[src/design/ntm_pkg.sv]
// ntm_pkg: shared constants and control types for the nearest timestamp matcher
// used by ntm_ctrl, ntm_datapath and nearest_timestamp_matcher; no dependencies

package ntm_pkg;

    // field and register widths
    localparam int STAMP_W = 63;
    localparam int TAG_W   = 16;
    localparam int CFG_W   = 32;

    // default history depth
    localparam int FIFO_DEPTH_DEFAULT = 256;

    // register reset values, in nanoseconds
    localparam logic [CFG_W-1:0] MATCH_THRESHOLD_RESET = 32'd50000000;
    localparam logic [CFG_W-1:0] PRUNE_WINDOW_RESET    = 32'd200000000;

    // register indexes
    localparam logic REG_MATCH_THRESHOLD = 1'b0;
    localparam logic REG_PRUNE_WINDOW    = 1'b1;

    // input command codes
    localparam logic CMD_STORE  = 1'b0;
    localparam logic CMD_ANCHOR = 1'b1;

    // controller to datapath commands
    typedef struct packed {
        logic store_wr;      // append the incoming stamp and tag
        logic anchor_start;  // latch anchor, reset scan and accumulators
        logic scan_en;       // issue memory reads while entries remain
        logic finish;        // apply pruning and load the result register
    } ntm_cmd_t;

    // datapath to controller status
    typedef struct packed {
        logic scan_busy;     // reads outstanding or pipeline not drained
        logic out_free;      // result register can take a new transaction
    } ntm_status_t;

endpackage

[src/design/ntm_ctrl.sv]
// ntm_ctrl: sequencing state machine for the nearest timestamp matcher
// depends on ntm_pkg (command and status types, command codes)

module ntm_ctrl
(
    input  logic                clk,
    input  logic                rst_n,
    input  logic                in_valid,
    input  logic                command,
    output logic                in_stall,
    input  ntm_pkg::ntm_status_t status,
    output ntm_pkg::ntm_cmd_t    cmd
);

    localparam logic [1:0] ST_IDLE   = 2'd0;
    localparam logic [1:0] ST_SCAN   = 2'd1;
    localparam logic [1:0] ST_FINISH = 2'd2;

    logic [1:0] state_reg;
    logic [1:0] state_next;
    logic       accept;

    assign in_stall = (state_reg != ST_IDLE);
    assign accept   = in_valid && !in_stall;

    // next state and command decode
    always_comb
    begin
        state_next       = state_reg;
        cmd.store_wr     = 1'b0;
        cmd.anchor_start = 1'b0;
        cmd.scan_en      = 1'b0;
        cmd.finish       = 1'b0;
        case (state_reg)
            ST_IDLE:
            begin
                if (accept)
                begin
                    if (command == ntm_pkg::CMD_ANCHOR)
                    begin
                        cmd.anchor_start = 1'b1;
                        state_next       = ST_SCAN;
                    end
                    else
                    begin
                        cmd.store_wr = 1'b1;
                    end
                end
            end
            ST_SCAN:
            begin
                cmd.scan_en = 1'b1;
                if (!status.scan_busy)
                begin
                    state_next = ST_FINISH;
                end
            end
            ST_FINISH:
            begin
                if (status.out_free)
                begin
                    cmd.finish = 1'b1;
                    state_next = ST_IDLE;
                end
            end
            default:
            begin
                state_next = ST_IDLE;
            end
        endcase
    end

    // state register
    always_ff @(posedge clk or negedge rst_n)
    begin
        if (!rst_n)
        begin
            state_reg <= ST_IDLE;
        end
        else
        begin
            state_reg <= state_next;
        end
    end

    // finishing always returns to idle once the result register is free
    assert property (@(posedge clk) disable iff (!rst_n)
        (state_reg == ST_FINISH && status.out_free) |=> state_reg == ST_IDLE)
        else $error("finish did not return to idle");

    // a scan always starts from an accepted anchor transaction
    assert property (@(posedge clk) disable iff (!rst_n)
        (state_reg == ST_SCAN && $past(state_reg) == ST_IDLE)
            |-> $past(accept && command == ntm_pkg::CMD_ANCHOR))
        else $error("scan entered without an anchor transaction");

endmodule

[config.mk]
export PLATFORM = sky130hd
export DESIGN_NAME = ntm_ctrl
export DESIGN_NICKNAME = d
export VERILOG_FILES = /design/src/design/ntm_pkg.sv /design/src/design/ntm_ctrl.sv
export SDC_FILE = /design/constraint.sdc
export NUM_CORES = 1
export LEC_CHECK = 0
export BUFFER_PORTS_ARGS = -buffer_cell sky130_fd_sc_hd__clkbuf_2
export CAP_MARGIN = 20
export CORE_AREA = 2 2 39 41
export CTS_CLUSTER_SIZE = 25
export DETAILED_ROUTE_END_ITERATION = 7
export DIE_AREA = 0 0 41 43
export GPL_TIMING_DRIVEN = 0
export SYNTH_ARGS = -nofsm -noshare
export SYNTH_HDL_FRONTEND = slang
export SYNTH_SLANG_ARGS = --single-unit
[constraint.sdc]
create_clock -name clk -period 2.3 [get_ports clk]
set_clock_uncertainty 0.2 [all_clocks]
set_input_delay 0.69 -clock clk [delete_from_list [all_inputs] [get_ports clk]]
set_output_delay 0.69 -clock clk [all_outputs]
set_load 0.01 [all_outputs]
== After elaboration in Yosys (flattened, before gate mapping) ==
Index checks and enable logic that the tools add are counted.

* Flip-flop bits (word level): 2
* Output and inout port bits: 5
* Word-level logic and storage cells: 24

* Equality and inequality tests: 6
* Muxes and demuxes: 12
* Reduce and logical (&&, ||, !) cells: 5

{| class="wikitable"
|+ Operators by type and width
! kind !! number
|-
| $mux W2 || 6
|-
| $ne A2 B2 Y1 const B || 4
|-
| $pmux W2 S3 || 1
|-
| $mux W1 || 5
|-
| $reduce_and A4 Y1 || 1
|-
| $eq A2 B1 Y1 const B || 1
|-
| $eq A2 B2 Y1 const B || 1
|-
| $logic_not A2 Y1 || 1
|-
| $reduce_bool A2 Y1 || 1
|-
| $logic_and A1 B1 Y1 || 1
|-
| $logic_not A1 Y1 || 1
|}

== Logic depth before layout (Yosys ltp) ==
* Depth in word-level cells: 5
* Depth in mapped cells: 2

== Least setup slack after synthesis ==
No wires, ideal clock.

* Kind: input-to-output
* Start: in command
* End: out cmd[3] (netlist bit)
* Arrival time: 1.174 ns
* Path slack: 0.236 ns
* Cell stages on the path: 1
* Path buffers: 0
* Path through: nor4b_1

* Longest elaborated chain between the ends: 3

{| class="wikitable"
|+ Ends and longest elaborated chain
! element !! RTL line !! RTL
|-
| from (decl) || ntm_ctrl.sv:9 || <nowiki>input logic command,</nowiki>
|-
| $mux W1 || ntm_ctrl.sv:39 || <nowiki>if (command == ntm_pkg::CMD_ANCHOR)</nowiki>
|-
| $mux W2 || ntm_ctrl.sv:37 || <nowiki>if (accept)</nowiki>
|-
| $mux W2 || ntm_ctrl.sv:34 || <nowiki>case (state_reg)</nowiki>
|-
| to (decl) || ntm_ctrl.sv:12 || <nowiki>output ntm_pkg::ntm_cmd_t cmd</nowiki>
|}

Every way passes these cells.

==> qor.txt <==
Synth cell types - 11
vias per cell - 3.28
global-route wire length before repair - 462 microns
initial antenna violation count - 0
Final GP Congestion - 0.549
power per cell area - 847 nW/um^2
layout cells sized above 1 - 59.3%
Routed Antenna Nets - 0
Vias - 141
postcts setup bufs - 0
reg2reg start - state_reg[0]
ant diodes - 0
GR Util All Layers - 4.92%
worst relative slew slack - 82.5%
Die Y - 43 microns
CP cell instances - clkbuf_2, nor4b_1, clkbuf_2
Post-Layout Cell Count - 43
CTS resizes - 0
Mapped Area - 126 sq um
max reg flops - 2
crit path launch - command
Reg2Reg Setup Slack - 1.18 ns
core area - 1380 sq um
die area - 1760 sq um
nets - 35
Worst setup EP type - output port
Worst-Margin Slew - 0.258 ns
Worst EP arrival - 1.27 ns
GRT overflow - 0
CP dominant cell by count - clkbuf_2
pin count of the biggest net entering global routing - 6
Syn Area/Cell - 9.03 sq um
#FFs+latches synth - 2
number of H-tree levels - 1
worst skew pair latency - 0.22 ns
minimum clock period - 2.16 ns
sequential fraction of the synthesis area - 39.6%
worst min path class - primary input to asynchronous set/reset pin
Placed Instance Area - 196 sq um
CP Launch Type - primary input
RSZ-0062 raised after global routing - false
Fin. Hold Viols - 0
final instance area - 219 sq um
Layout area overhead - 73.3%
Req. time, crit path - 1.41 ns
count of final setup violators - 0
Fmax - 0.462 GHz
IO Pins - 11
final WL - 335 microns
initial detailed-routing violation count - 2
CTS Buffer Depth - 2
Num Clock Sinks - 2
CP top delay family - simple AND/OR/NAND/NOR gates
Ys Warns - 0
Num CTS Buffers - 3
Total Neg Setup Slack - 0 ns
TritonRoute pass-1 iters - 2
Pleak - 0.134 nW
slowest stage delay, CP - 0.30 ns
syn_nets - 20
Initial Util - 9.13%
outcome - completed
CP Max Fanout - 3
CP bufs+invs - 2
Power Total - 185 uW
Worst path slowest cell - nor4b_1
DR WL/cell - 7.79 microns
CTS tree - yes
row cnt - 14
Mapped Cells - 14
Worst-path clk slew - 0.03 ns
vias in the first global route - 130
die width - 41 microns
fin crit share - 94.1%
Max Transition Viols Final - 0
Fin Hold WS - 0.0459 ns
Max VDD drop - 152 uV
Hold-fix buffers, CTS - 0
MaxCap Viol Count - 0
Placed Instances - 40
CTS Root Cell - clkbuf_4
# port buffers - 10
WS Path Type - primary input to output port
drt drc - 0
-- per-stage QoR --
step           setup slack, ns  util, %
6_report                 0.136     15.8
5_1_grt                 0.0592     15.8
4_1_cts                 0.0976     15.8
3_5_place_dp             0.101     14.2
3_3_place_gp             0.100     14.2
2_1_floorplan            0.236        -
-- cell type report --
type / count / area (sq um)
fill: 163 / 1160
sequential: 2 / 50.0
clock buffer: 3 / 22.5
tap: 16 / 20.0
inverter: 2 / 7.51
buffer: 1 / 7.51
multi-input combinational: 9 / 61.3
timing repair buffer: 10 / 50.0
-- synthesized netlist by cell type (all sizes together) --
cell type  count  share of area, %
a21o           1               5.9
nor2           2               5.9
nor2b          1               6.9
a32o           1               8.9
and3           1               5.0
nor3b          1               5.9
nand2          1               3.0
inv            2               5.9
buf            1               5.9
nor4b          1               6.9
dfrtp          2                40
-- worst register-to-register path, cell delays in order, from the launching register on --
cell and delay (ns):
dfrtp_1 0.40, nor2b_2 0.18, a32o_2 0.22
-- logic make-up after synthesis --
family | synth area share (%)
DFF | 39.6
buffers and inverters | 11.9
and+or+nand+nor | 33.7
AOI/OAI and AO/OA | 14.9
-- layer usage --
layer | global-route usage, % | share of wire (%) | vias to the layer above | routed length [microns]
li1 | - | - | 73 | -
met1 | 3.23 | 34 | 59 | 114
met2 | 5.63 | 50 | 9 | 168
met3 | 7.85 | 16 | 0 | 52
met4 | 4.00 | 0 | 0 | 0
met5 | 0 | 0 | - | 0
-- placed cells by master (no fill, tap or decap) --
cell type | synthesis | layout
a32o_2 | 1 | 1
nor4b_1 | 1 | 1
inv_1 | 2 | 2
and3_1 | 1 | 1
buf_4 | 1 | 1
nor2b_2 | 1 | 1
clkbuf_2 | 0 | 10
nor3b_1 | 1 | 1
nand2_1 | 1 | 1
clkbuf_4 | 0 | 3
a21o_1 | 1 | 1
nor2_1 | 2 | 2
dfrtp_1 | 2 | 2
-- worst paths after layout --
path / endpoint / cells after the start
max in group asynchronous: state_reg[1] / 1
setup / recovery: cmd[3] / 3
setup reg to reg: state_reg[0] / 2
min in group clk: state_reg[1] / 2
hold / removal: state_reg[0] / 1
hold reg to reg: state_reg[1] / 2
-- report_power, final --
part / internal, mW / switching, mW / total (mW)
clock: 0.0576 / 0.0199 / 0.0775
sequential: 0.0422 / 0.00811 / 0.0503
combinational: 0.0306 / 0.0270 / 0.0577
No activity file was read; power rests on OpenSTA's default activity.
